## config.mk

```make
export PLATFORM = sky130hd
export DESIGN_NAME = prac_lucas_chain_cost
export DESIGN_NICKNAME = d
export VERILOG_FILES = /design/src/design/plcc_pkg.sv /design/src/design/plcc_div3.sv /design/src/design/plcc_dp.sv /design/src/design/plcc_ctrl.sv /design/src/design/prac_lucas_chain_cost.sv
export SDC_FILE = /design/constraint.sdc
export NUM_CORES = 2
export LEC_CHECK = 0
export CORE_ASPECT_RATIO = 0.5
export CORE_MARGIN = 3
export CORE_UTILIZATION = 52
export DETAILED_ROUTE_END_ITERATION = 8
export DONT_BUFFER_PORTS = 1
export GPL_TIMING_DRIVEN = 1
export MAX_ROUTING_LAYER = met4
export PLACE_DENSITY_LB_ADDON = 0.25
export SYNTH_ARGS = -nofsm -noshare
export SYNTH_HDL_FRONTEND = slang
export SYNTH_HIERARCHICAL = 1
export SYNTH_SLANG_ARGS = --single-unit
```

## constraint.sdc

```tcl
create_clock -name i_clk -period 30.8 [get_ports i_clk]
set_input_delay 6.16 -clock i_clk [delete_from_list [all_inputs] [get_ports i_clk]]
set_output_delay 6.16 -clock i_clk [all_outputs]
set_load 0.01 [all_outputs]
```

## src/design/plcc_pkg.sv

```systemverilog
`timescale 1ns / 1ps

package plcc_pkg;

    localparam int unsigned MAX_VARIANTS = 10;
    localparam int unsigned VAR_W        = 4;
    localparam int unsigned WGT_W        = 4;
    localparam int unsigned DBL_W        = 10;
    localparam int unsigned ADD_OUT_W    = 32;
    localparam int unsigned N_IN_W       = 32;
    localparam int unsigned STEP_W       = 10;
    localparam int unsigned CNT_A_W      = 12;
    localparam int unsigned SUM3_W       = 7;
    localparam int unsigned CFG_IDX_W    = 1;

    localparam logic [STEP_W-1:0] MAX_STEPS      = 10'd1022;
    localparam logic [WGT_W-1:0]  ADD_WEIGHT_RST = 4'd6;
    localparam logic [WGT_W-1:0]  DBL_WEIGHT_RST = 4'd5;
    localparam logic [63:0]       DEC_DEN        = 64'd100000000000000000;

    typedef enum logic [CFG_IDX_W-1:0] {
        CFG_ADD_WEIGHT = 1'b0,
        CFG_DBL_WEIGHT = 1'b1
    } t_cfg_idx;

    typedef enum logic [2:0] {
        ST_IDLE,
        ST_MUL,
        ST_SETUP,
        ST_STEP,
        ST_DIV,
        ST_CMP,
        ST_FINAL
    } t_state;

    typedef enum logic [3:0] {
        RULE_TRIPLE,
        RULE_HALF_DIFF6,
        RULE_SUB,
        RULE_HALF_SUM,
        RULE_HALF_D,
        RULE_THIRD_D,
        RULE_THIRD_SUM,
        RULE_THIRD_DIFF,
        RULE_HALF_E
    } t_rule;

    typedef struct packed {
        logic load_n;
        logic mul_step;
        logic setup;
        logic step;
        logic div_apply;
        logic cmp;
        logic out_load;
    } t_dp_cmd;

    typedef struct packed {
        logic mul_last;
        logic degen;
        logic stop;
        logic need_div;
        logic div_busy;
        logic last_var;
        logic out_free;
    } t_dp_sts;

    // decimal fraction over 10^17 to q0.64, round to nearest
    function automatic logic [63:0] to_q64(input logic [63:0] num);
        logic [63:0] rem;
        logic [63:0] q;
        rem = num;
        q   = '0;
        for (int i = 0; i < 64; i++) begin
            rem = rem << 1;
            q   = q << 1;
            if (rem >= DEC_DEN) begin
                rem  = rem - DEC_DEN;
                q[0] = 1'b1;
            end
        end
        rem = rem << 1;
        if (rem >= DEC_DEN) begin
            q = q + 64'd1;
        end
        return q;
    endfunction

    localparam logic [63:0] RATIO_Q64 [MAX_VARIANTS] = '{
        to_q64(64'd61803398874989485), to_q64(64'd72360679774997897),
        to_q64(64'd58017872829546410), to_q64(64'd63283980608870629),
        to_q64(64'd61242994950949500), to_q64(64'd62018198080741576),
        to_q64(64'd61721461653440386), to_q64(64'd61834711965622806),
        to_q64(64'd61791440652881789), to_q64(64'd61807966846989581)
    };

    // one radix-256 digit of a divide by three: {remainder, quotient digit}
    function automatic logic [9:0] div3_step(input logic [1:0] rem, input logic [7:0] chunk);
        logic [9:0]  v;
        logic [19:0] p;
        logic [7:0]  q;
        logic [9:0]  back;
        v    = {rem, chunk};
        p    = 20'(v) * 20'd683;
        q    = p[18:11];
        back = 10'(q) * 10'd3;
        return {2'(v - back), q};
    endfunction

    // remainder by three of a small value
    function automatic logic [1:0] mod3_small(input logic [SUM3_W-1:0] x);
        logic [14:0]       p;
        logic [5:0]        q;
        logic [SUM3_W-1:0] back;
        p    = 15'(x) * 15'd171;
        q    = p[14:9];
        back = SUM3_W'(q) * SUM3_W'(3);
        return 2'(x - back);
    endfunction

    function automatic logic [1:0] red3(input logic [2:0] x);
        return (x >= 3'd3) ? 2'(x - 3'd3) : 2'(x);
    endfunction

endpackage

```

## src/design/plcc_div3.sv

```systemverilog
`timescale 1ns / 1ps

module plcc_div3 import plcc_pkg::*; #(
    parameter int unsigned X_W = 33
) (
    input  logic           i_clk,
    input  logic           i_rst_n,
    input  logic           i_start,
    input  logic [X_W-1:0] i_x,
    output logic           o_busy,
    output logic [X_W-1:0] o_q
);

    localparam int unsigned CH    = (X_W + 7) / 8;
    localparam int unsigned SR_W  = CH * 8;
    localparam int unsigned CNT_W = $clog2(CH + 1);

    logic [SR_W-1:0]  r_sr;
    logic [1:0]       r_rem;
    logic [CNT_W-1:0] r_cnt;
    logic             r_busy;
    logic [9:0]       digit;

    assign digit  = div3_step(r_rem, r_sr[SR_W-1 -: 8]);
    assign o_busy = r_busy;
    assign o_q    = r_sr[X_W-1:0];

    always_ff @(posedge i_clk) begin
        if (!i_rst_n) begin
            r_busy <= 1'b0;
            r_cnt  <= '0;
        end else if (i_start) begin
            r_busy <= 1'b1;
            r_cnt  <= CNT_W'(CH);
        end else if (r_busy) begin
            r_cnt <= r_cnt - CNT_W'(1);
            if (r_cnt == CNT_W'(1)) begin
                r_busy <= 1'b0;
            end
        end
    end

    // quotient digits shift in from the bottom as dividend digits leave the top
    always_ff @(posedge i_clk) begin
        if (i_start) begin
            r_sr  <= SR_W'(i_x);
            r_rem <= '0;
        end else if (r_busy) begin
            r_sr  <= {r_sr[SR_W-9:0], digit[7:0]};
            r_rem <= digit[9:8];
        end
    end

endmodule

```

## src/design/plcc_dp.sv

```systemverilog
`timescale 1ns / 1ps

module plcc_dp import plcc_pkg::*; #(
    parameter int unsigned N_BITS   = 32,
    parameter int unsigned VARIANTS = 10
) (
    input  logic                 i_clk,
    input  logic                 i_rst_n,
    input  logic                 i_cfg_we,
    input  logic [CFG_IDX_W-1:0] i_cfg_idx,
    input  logic [WGT_W-1:0]     i_cfg_data,
    input  logic [N_IN_W-1:0]    i_n_value,
    input  logic                 i_out_stall,
    input  t_dp_cmd              i_cmd,
    output t_dp_sts              o_sts,
    output logic                 o_out_valid,
    output logic [DBL_W-1:0]     o_doublings,
    output logic [ADD_OUT_W-1:0] o_additions
);

    localparam int unsigned W      = N_BITS;
    localparam int unsigned A_W    = (W > CNT_A_W) ? W : CNT_A_W;
    localparam int unsigned COST_W = A_W + WGT_W + 1;
    localparam int unsigned ND     = (W + 1) / 2;
    localparam int unsigned ACC_W  = W + 64;
    localparam logic [ACC_W-1:0] ACC_HALF = {{W{1'b0}}, 1'b1, 63'd0};

    logic [WGT_W-1:0]  r_add_weight;
    logic [WGT_W-1:0]  r_dbl_weight;
    logic [W-1:0]      r_n;
    logic [VAR_W-1:0]  r_var;
    logic [ACC_W-1:0]  r_acc;
    logic [1:0]        r_k;
    logic [W-1:0]      r_d;
    logic [W-1:0]      r_e;
    logic [DBL_W-1:0]  r_nd;
    logic [A_W-1:0]    r_na;
    logic [STEP_W-1:0] r_steps;
    t_rule             r_rule;
    logic              r_have;
    logic [COST_W-1:0] r_best;
    logic [DBL_W-1:0]  r_best_dbl;
    logic [A_W-1:0]    r_best_add;
    logic              r_out_valid;
    logic [DBL_W-1:0]  r_out_dbl;
    logic [ADD_OUT_W-1:0] r_out_add;

    logic [15:0]       q_slice;
    logic [W+15:0]     prod;
    logic [ACC_W-1:0]  acc_next;
    logic [W-1:0]      round_val;
    logic [W:0]        two_r;
    logic [W-1:0]      d_init;
    logic [W-1:0]      e_init;
    logic              degen;

    logic              d_lt;
    logic [W-1:0]      dd;
    logic [W-1:0]      ee;
    logic [1:0]        dm_raw;
    logic [1:0]        em_raw;
    logic [1:0]        dm;
    logic [1:0]        em;
    logic [1:0]        sum_m3;
    logic [1:0]        diff_m3;
    logic [W-1:0]      diff;
    logic              near;
    logic [W:0]        dp3;
    logic              big;
    t_rule             rule;
    logic              need_div;
    logic [W:0]        div_x;
    logic [W:0]        div_q_full;
    logic [W-1:0]      div_q;
    logic              div_busy;
    logic [W-1:0]      d_new;
    logic [W-1:0]      e_new;
    logic [1:0]        add_inc;
    logic              dbl_inc;
    logic [COST_W-1:0] cost;

    function automatic logic [1:0] mod3(input logic [W-1:0] v);
        logic [2*ND-1:0]   vp;
        logic [SUM3_W-1:0] s;
        vp = (2*ND)'(v);
        s  = '0;
        for (int i = 0; i < ND; i++) begin
            s = s + SUM3_W'(vp[2*i +: 2]);
        end
        return mod3_small(s);
    endfunction

    // round(n * ratio) from four 16-bit slices of the ratio
    assign q_slice   = RATIO_Q64[r_var][{r_k, 4'b0} +: 16];
    assign prod      = (W+16)'(r_n) * (W+16)'(q_slice);
    assign acc_next  = r_acc + (ACC_W'(prod) << {r_k, 4'b0});
    assign round_val = r_acc[ACC_W-1:64];
    assign degen     = (round_val >= r_n);
    assign two_r     = {round_val, 1'b0};
    assign d_init    = r_n - round_val;
    assign e_init    = W'(two_r - (W+1)'(r_n));

    // rule selection on the ordered pair
    assign d_lt    = (r_d < r_e);
    assign dd      = d_lt ? r_e : r_d;
    assign ee      = d_lt ? r_d : r_e;
    assign dm_raw  = mod3(r_d);
    assign em_raw  = mod3(r_e);
    assign dm      = d_lt ? em_raw : dm_raw;
    assign em      = d_lt ? dm_raw : em_raw;
    assign sum_m3  = red3(3'(dm) + 3'(em));
    assign diff_m3 = red3(3'(dm) + 3'd3 - 3'(em));
    assign diff    = dd - ee;
    assign near    = (diff <= (ee >> 2));
    assign dp3     = (W+1)'(dd) + (W+1)'(3);
    assign big     = ((dp3 >> 2) <= (W+1)'(ee));

    always_comb begin
        priority if (near && sum_m3 == 2'd0) begin
            rule = RULE_TRIPLE;
        end else if (near && !diff[0] && diff_m3 == 2'd0) begin
            rule = RULE_HALF_DIFF6;
        end else if (big) begin
            rule = RULE_SUB;
        end else if (dd[0] == ee[0]) begin
            rule = RULE_HALF_SUM;
        end else if (!dd[0]) begin
            rule = RULE_HALF_D;
        end else if (dm == 2'd0) begin
            rule = RULE_THIRD_D;
        end else if (sum_m3 == 2'd0) begin
            rule = RULE_THIRD_SUM;
        end else if (diff_m3 == 2'd0) begin
            rule = RULE_THIRD_DIFF;
        end else begin
            rule = RULE_HALF_E;
        end
    end

    always_comb begin
        need_div = 1'b0;
        div_x    = '0;
        d_new    = dd;
        e_new    = ee;
        add_inc  = 2'd1;
        dbl_inc  = 1'b1;
        unique case (rule)
            RULE_TRIPLE: begin
                need_div = 1'b1;
                div_x    = ((W+1)'(dd) << 1) - (W+1)'(ee);
                add_inc  = 2'd3;
                dbl_inc  = 1'b0;
            end
            RULE_HALF_DIFF6: d_new = diff >> 1;
            RULE_SUB: begin
                d_new   = diff;
                dbl_inc = 1'b0;
            end
            RULE_HALF_SUM: d_new = diff >> 1;
            RULE_HALF_D:   d_new = dd >> 1;
            RULE_THIRD_D: begin
                need_div = 1'b1;
                div_x    = (W+1)'(dd);
                add_inc  = 2'd3;
            end
            RULE_THIRD_SUM: begin
                need_div = 1'b1;
                div_x    = (W+1)'(dd) - ((W+1)'(ee) << 1);
                add_inc  = 2'd3;
            end
            RULE_THIRD_DIFF: begin
                need_div = 1'b1;
                div_x    = (W+1)'(diff);
                add_inc  = 2'd3;
            end
            RULE_HALF_E: e_new = ee >> 1;
            default: begin
                need_div = 1'b0;
            end
        endcase
    end

    plcc_div3 #(
        .X_W(W + 1)
    ) u_div3 (
        .i_clk  (i_clk),
        .i_rst_n(i_rst_n),
        .i_start(i_cmd.step && need_div),
        .i_x    (div_x),
        .o_busy (div_busy),
        .o_q    (div_q_full)
    );

    assign div_q = div_q_full[W-1:0];

    assign cost = COST_W'(r_add_weight) * COST_W'(r_na)
                + COST_W'(r_dbl_weight) * COST_W'(r_nd);

    assign o_sts.mul_last = (r_k == 2'd3);
    assign o_sts.degen    = degen;
    assign o_sts.stop     = (r_d == r_e) || (r_steps == MAX_STEPS) || (ee == '0);
    assign o_sts.need_div = need_div;
    assign o_sts.div_busy = div_busy;
    assign o_sts.last_var = (r_var == VAR_W'(VARIANTS - 1));
    assign o_sts.out_free = !r_out_valid || !i_out_stall;

    assign o_out_valid = r_out_valid;
    assign o_doublings = r_out_dbl;
    assign o_additions = r_out_add;

    always_ff @(posedge i_clk) begin
        if (!i_rst_n) begin
            r_add_weight <= ADD_WEIGHT_RST;
            r_dbl_weight <= DBL_WEIGHT_RST;
        end else if (i_cfg_we) begin
            unique case (t_cfg_idx'(i_cfg_idx))
                CFG_ADD_WEIGHT: r_add_weight <= i_cfg_data;
                CFG_DBL_WEIGHT: r_dbl_weight <= i_cfg_data;
                default: r_add_weight <= r_add_weight;
            endcase
        end
    end

    always_ff @(posedge i_clk) begin
        if (!i_rst_n) begin
            r_out_valid <= 1'b0;
            r_have      <= 1'b0;
        end else begin
            if (i_cmd.out_load) begin
                r_out_valid <= 1'b1;
            end else if (!i_out_stall) begin
                r_out_valid <= 1'b0;
            end
            if (i_cmd.load_n) begin
                r_have <= 1'b0;
            end else if (i_cmd.cmp) begin
                r_have <= 1'b1;
            end
        end
    end

    always_ff @(posedge i_clk) begin
        if (i_cmd.load_n) begin
            r_n   <= W'(i_n_value);
            r_var <= '0;
            r_acc <= ACC_HALF;
            r_k   <= '0;
        end
        if (i_cmd.mul_step) begin
            r_acc <= acc_next;
            r_k   <= r_k + 2'd1;
        end
        if (i_cmd.setup) begin
            r_steps <= '0;
            if (degen) begin
                r_nd <= '0;
                r_na <= A_W'(r_n);
            end else begin
                r_d  <= d_init;
                r_e  <= e_init;
                r_nd <= DBL_W'(1);
                r_na <= A_W'(1);
            end
        end
        if (i_cmd.step) begin
            r_d     <= d_new;
            r_e     <= e_new;
            r_rule  <= rule;
            r_nd    <= r_nd + DBL_W'(dbl_inc);
            r_na    <= r_na + A_W'(add_inc);
            r_steps <= r_steps + STEP_W'(1);
        end
        if (i_cmd.div_apply) begin
            unique case (r_rule)
                RULE_TRIPLE: begin
                    r_d <= div_q;
                    r_e <= (r_e - div_q) >> 1;
                end
                RULE_THIRD_D: r_d <= div_q - r_e;
                default:      r_d <= div_q;
            endcase
        end
        if (i_cmd.cmp) begin
            if (!r_have || cost < r_best) begin
                r_best     <= cost;
                r_best_dbl <= r_nd;
                r_best_add <= r_na;
            end
            r_var <= r_var + VAR_W'(1);
            r_acc <= ACC_HALF;
            r_k   <= '0;
        end
        if (i_cmd.out_load) begin
            r_out_dbl <= r_best_dbl;
            r_out_add <= ADD_OUT_W'(r_best_add);
        end
    end

endmodule

```

## src/design/plcc_ctrl.sv

```systemverilog
`timescale 1ns / 1ps

module plcc_ctrl import plcc_pkg::*; (
    input  logic    i_clk,
    input  logic    i_rst_n,
    input  logic    i_in_valid,
    output logic    o_in_stall,
    input  t_dp_sts i_sts,
    output t_dp_cmd o_cmd
);

    t_state r_state;
    t_state n_state;

    always_ff @(posedge i_clk) begin
        if (!i_rst_n) begin
            r_state <= ST_IDLE;
        end else begin
            r_state <= n_state;
        end
    end

    always_comb begin
        n_state    = r_state;
        o_cmd      = '0;
        o_in_stall = 1'b1;
        unique case (r_state)
            ST_IDLE: begin
                o_in_stall = 1'b0;
                if (i_in_valid) begin
                    o_cmd.load_n = 1'b1;
                    n_state      = ST_MUL;
                end
            end
            ST_MUL: begin
                o_cmd.mul_step = 1'b1;
                if (i_sts.mul_last) begin
                    n_state = ST_SETUP;
                end
            end
            ST_SETUP: begin
                o_cmd.setup = 1'b1;
                n_state     = i_sts.degen ? ST_CMP : ST_STEP;
            end
            ST_STEP: begin
                if (i_sts.stop) begin
                    n_state = ST_CMP;
                end else begin
                    o_cmd.step = 1'b1;
                    if (i_sts.need_div) begin
                        n_state = ST_DIV;
                    end
                end
            end
            ST_DIV: begin
                if (!i_sts.div_busy) begin
                    o_cmd.div_apply = 1'b1;
                    n_state         = ST_STEP;
                end
            end
            ST_CMP: begin
                o_cmd.cmp = 1'b1;
                n_state   = i_sts.last_var ? ST_FINAL : ST_MUL;
            end
            ST_FINAL: begin
                if (i_sts.out_free) begin
                    o_cmd.out_load = 1'b1;
                    n_state        = ST_IDLE;
                end
            end
            default: n_state = ST_IDLE;
        endcase
    end

endmodule

```

## src/design/prac_lucas_chain_cost.sv

```systemverilog
`timescale 1ns / 1ps
// one item at a time; per ratio variant: the 64-bit ratio multiply in four 16-bit slices, setup,
// the reduction rules, where a divide-by-three rule waits on the radix-256 divider before its
// result is applied, then the stop check and the cost compare
// next item accepted as soon as the result sits in the output register
// synchronous active-low reset: idle, output empty, weights back to 6 and 5
module prac_lucas_chain_cost import plcc_pkg::*; #(
    parameter int unsigned N_BITS   = 32,
    parameter int unsigned VARIANTS = 10
) (
    input  logic                 i_clk,
    input  logic                 i_rst_n,
    input  logic                 i_cfg_we,
    input  logic [CFG_IDX_W-1:0] i_cfg_idx,
    input  logic [WGT_W-1:0]     i_cfg_data,
    input  logic                 i_in_valid,
    output logic                 o_in_stall,
    input  logic [N_IN_W-1:0]    i_n_value,
    output logic                 o_out_valid,
    input  logic                 i_out_stall,
    output logic [DBL_W-1:0]     o_doublings,
    output logic [ADD_OUT_W-1:0] o_additions
);

    t_dp_cmd cmd;
    t_dp_sts sts;

    plcc_ctrl u_ctrl (
        .i_clk     (i_clk),
        .i_rst_n   (i_rst_n),
        .i_in_valid(i_in_valid),
        .o_in_stall(o_in_stall),
        .i_sts     (sts),
        .o_cmd     (cmd)
    );

    plcc_dp #(
        .N_BITS  (N_BITS),
        .VARIANTS(VARIANTS)
    ) u_dp (
        .i_clk      (i_clk),
        .i_rst_n    (i_rst_n),
        .i_cfg_we   (i_cfg_we),
        .i_cfg_idx  (i_cfg_idx),
        .i_cfg_data (i_cfg_data),
        .i_n_value  (i_n_value),
        .i_out_stall(i_out_stall),
        .i_cmd      (cmd),
        .o_sts      (sts),
        .o_out_valid(o_out_valid),
        .o_doublings(o_doublings),
        .o_additions(o_additions)
    );

endmodule

```

==> key figures <==
Run status
  • Status: completed

Clock network
  • Clock transition at path regs: approximately 0.090 ns
  • Post-CTS setup buffer count: 0
  • CTS buffer count: 49
  • CTS tree: done
  • Clock Latency Late Sink: roughly 0.66 ns
  • Gates resized, CTS repair: 0
  • CTS Buffer Depth: 3
  • CTS H-tree depth: 2
  • Post-CTS Hold Buffers: 0
  • Clock sink count: 434
  • CTS Root Cell: clkbuf_16

Timing
  • Worst-Margin Slew: around 1.2 ns
  • Final TNS setup: 0 ns
  • RSZ-0062 raised after global routing: no
  • Clk_skew: slightly above 0.06 ns
  • Peak Freq: 70.3 MHz
  • Tcrit/Tclk final: 0.462
  • Final setup fails: 0
  • Final slew viol count: 0
  • Minimum clock period: about 14 ns
  • Final count of hold timing violations: 0
  • Worst slew margin: 0.159

Routing
  • Initial DRC count: around 6000
  • DR DRC count: 0
  • Vias: approximately 60000
  • WL/cell: 22.9 um
  • 1st-pass router iterations: 6
  • Detail Route Antenna Nets: 0
  • Vias per Instance: 6.13
  • WL final: about 220 mm

Place
  • Detail Placement HPWL: ~170 mm
  • Routability cong.: roughly 1.0
  • Count of input and output buffers: 0

Floorplanning
  • Std-Cell Core Area: 128000 um2
  • Die span in x: between 500 and 600 um
  • Cell Rows: about 90
  • Starting Density: 0.531
  • Chip Height: around 260 um
  • Io pins: 86
  • Total die area: between 100000 and 150000 um2

Critical path
  • Critical path required time: between 30 and 40 ns
  • CP delay by family, top: compound AO/OA/AOI/OAI gates
  • CP Class: reg -> reg
  • Slowest Stage Delay on Critical Path: 0.92 ns
  • Critical Path AT: between 10 and 15 ns
  • CP Depth: 44
  • CP startpoint kind: register
  • CP startpoint: u_dp/r_var[2]
  • Critical Path Fanout Max: 29
  • Reg-to-reg critical path endpoint: u_dp/r_acc[92]
  • Crit path max-delay cell type: edfxtp_1
  • CP Capture Type: register
  • Worst Setup EP: u_dp/r_acc[92]
  • Slack of the worst reg-to-reg path: ~17 ns
  • Reg2reg path depth: 44
  • CP most frequent cell: fa_1
  • RR Startpoint: u_dp/r_var[2]
  • Buf/Inv on CP: 3

Worst hold path
  • Hold Startpoint: u_dp/r_best_dbl[9]
  • Hold crit path type: reg -> reg

Global routing
  • Initial antenna violation count: 10
  • Grt total ovfl: 0
  • GRT Overall Usage: 0.330
  • Vias in the first global route: roughly 56000
  • First-pass GRT wire length: between 300 and 400 mm
  • Largest net degree at the start of global routing: roughly 140

Flow run
  • Maxcap violations: 0

Cells and area
  • Synthesis-to-layout area growth: 4.79%
  • Fraction of layout cells with a size suffix above 1: 0.0480
  • Final nets: a little over 9000

Logic synthesis
  • Mapped Area: 67700 um2
  • Syn Inst Count: around 8000
  • Mean Syn Cell Area: around 8.4 um2
  • Yosys warns: 6
  • Net Count, Synth: approximately 9500
==> state kept, by name, summed over array words and instances (netlist names), 3 cells and up <==
signal	count
u_dp/r_acc	96
u_dp/u_div3/r_sr	40
u_dp/r_best	37
u_dp/o_additions	32
u_dp/r_best_add	32
u_dp/r_d	32
u_dp/r_e	32
u_dp/r_n	32
u_dp/r_na	32
u_dp/o_doublings	10
u_dp/r_best_dbl	10
u_dp/r_nd	10
u_dp/r_steps	10
u_dp/r_add_weight	4
u_dp/r_dbl_weight	4
u_dp/r_rule	4
u_dp/r_var	4
u_ctrl/r_state	3
u_dp/u_div3/r_cnt	3
==> final cells by class <==
class / instances / area [um2]
sequential: 434 / 11500
inverter: 950 / 3570
tap: 1692 / 2120
clock inverter: 36 / 504
antenna: 2 / 5.00
fill: 11800 / 56600
timing repair buffer: 133 / 1010
multi-input combinational: 6223 / 51000
clock buffer: 56 / 1280
==> layer usage <==
metal / up-vias / wire [um] / GRT usage
met3: 328 / 25900 / 0.0886
met1: 28400 / 96900 / 0.466
met2: 2675 / 89500 / 0.467
met5: - / 0 / -
li1: 27000 / - / -
met4: 0 / 5930 / 0.0787
==> worst min path at each step <==
stage | to | slack (ns) | cells past startpoint
final | u_dp/o_doublings[9] | 0.41 | 0
after global routing | u_dp/o_additions[7] | 0.41 | 0
after CTS | u_dp/o_additions[7] | 0.39 | 0
after detailed placement | u_dp/o_additions[28] | 0.40 | 0
after global placement | u_dp/o_additions[13] | 0.40 | 0
after floorplan | u_dp/o_additions[0] | 0.40 | 0
==> cells in the final DEF (no fill, tap or decap), types with 147 or more instances in the layout <==
cell      count
dfxtp_1     154
nor2_1      498
a21o_1      223
o21ai_0     317
inv_1       946
nand3_1     150
fa_1        611
a21oi_1     529
and2_1      319
ha_1        772
xor2_1      147
edfxtp_1    278
xnor2_1     293
nand2_1     890
==> stage by stage <==
stage | utilization | instance area (um2) | std cells | hold WS [ns] | setup WS, ns
after floorplan | - | 67700 | 8031 | 0.400 | 18.87
after global placement | 0.542 | 69100 | 9432 | 0.402 | 17.17
after detailed placement | 0.542 | 69100 | 9432 | 0.405 | 16.93
after CTS | 0.556 | 70900 | 9524 | 0.387 | 16.80
after global routing | 0.556 | 70900 | 9524 | 0.406 | 15.59
final | 0.556 | 70900 | 9526 | 0.412 | 16.58
Power is left out: the tool's default activity adds up to more than one toggle a clock period on the data nets, which glitch-free logic cannot reach.
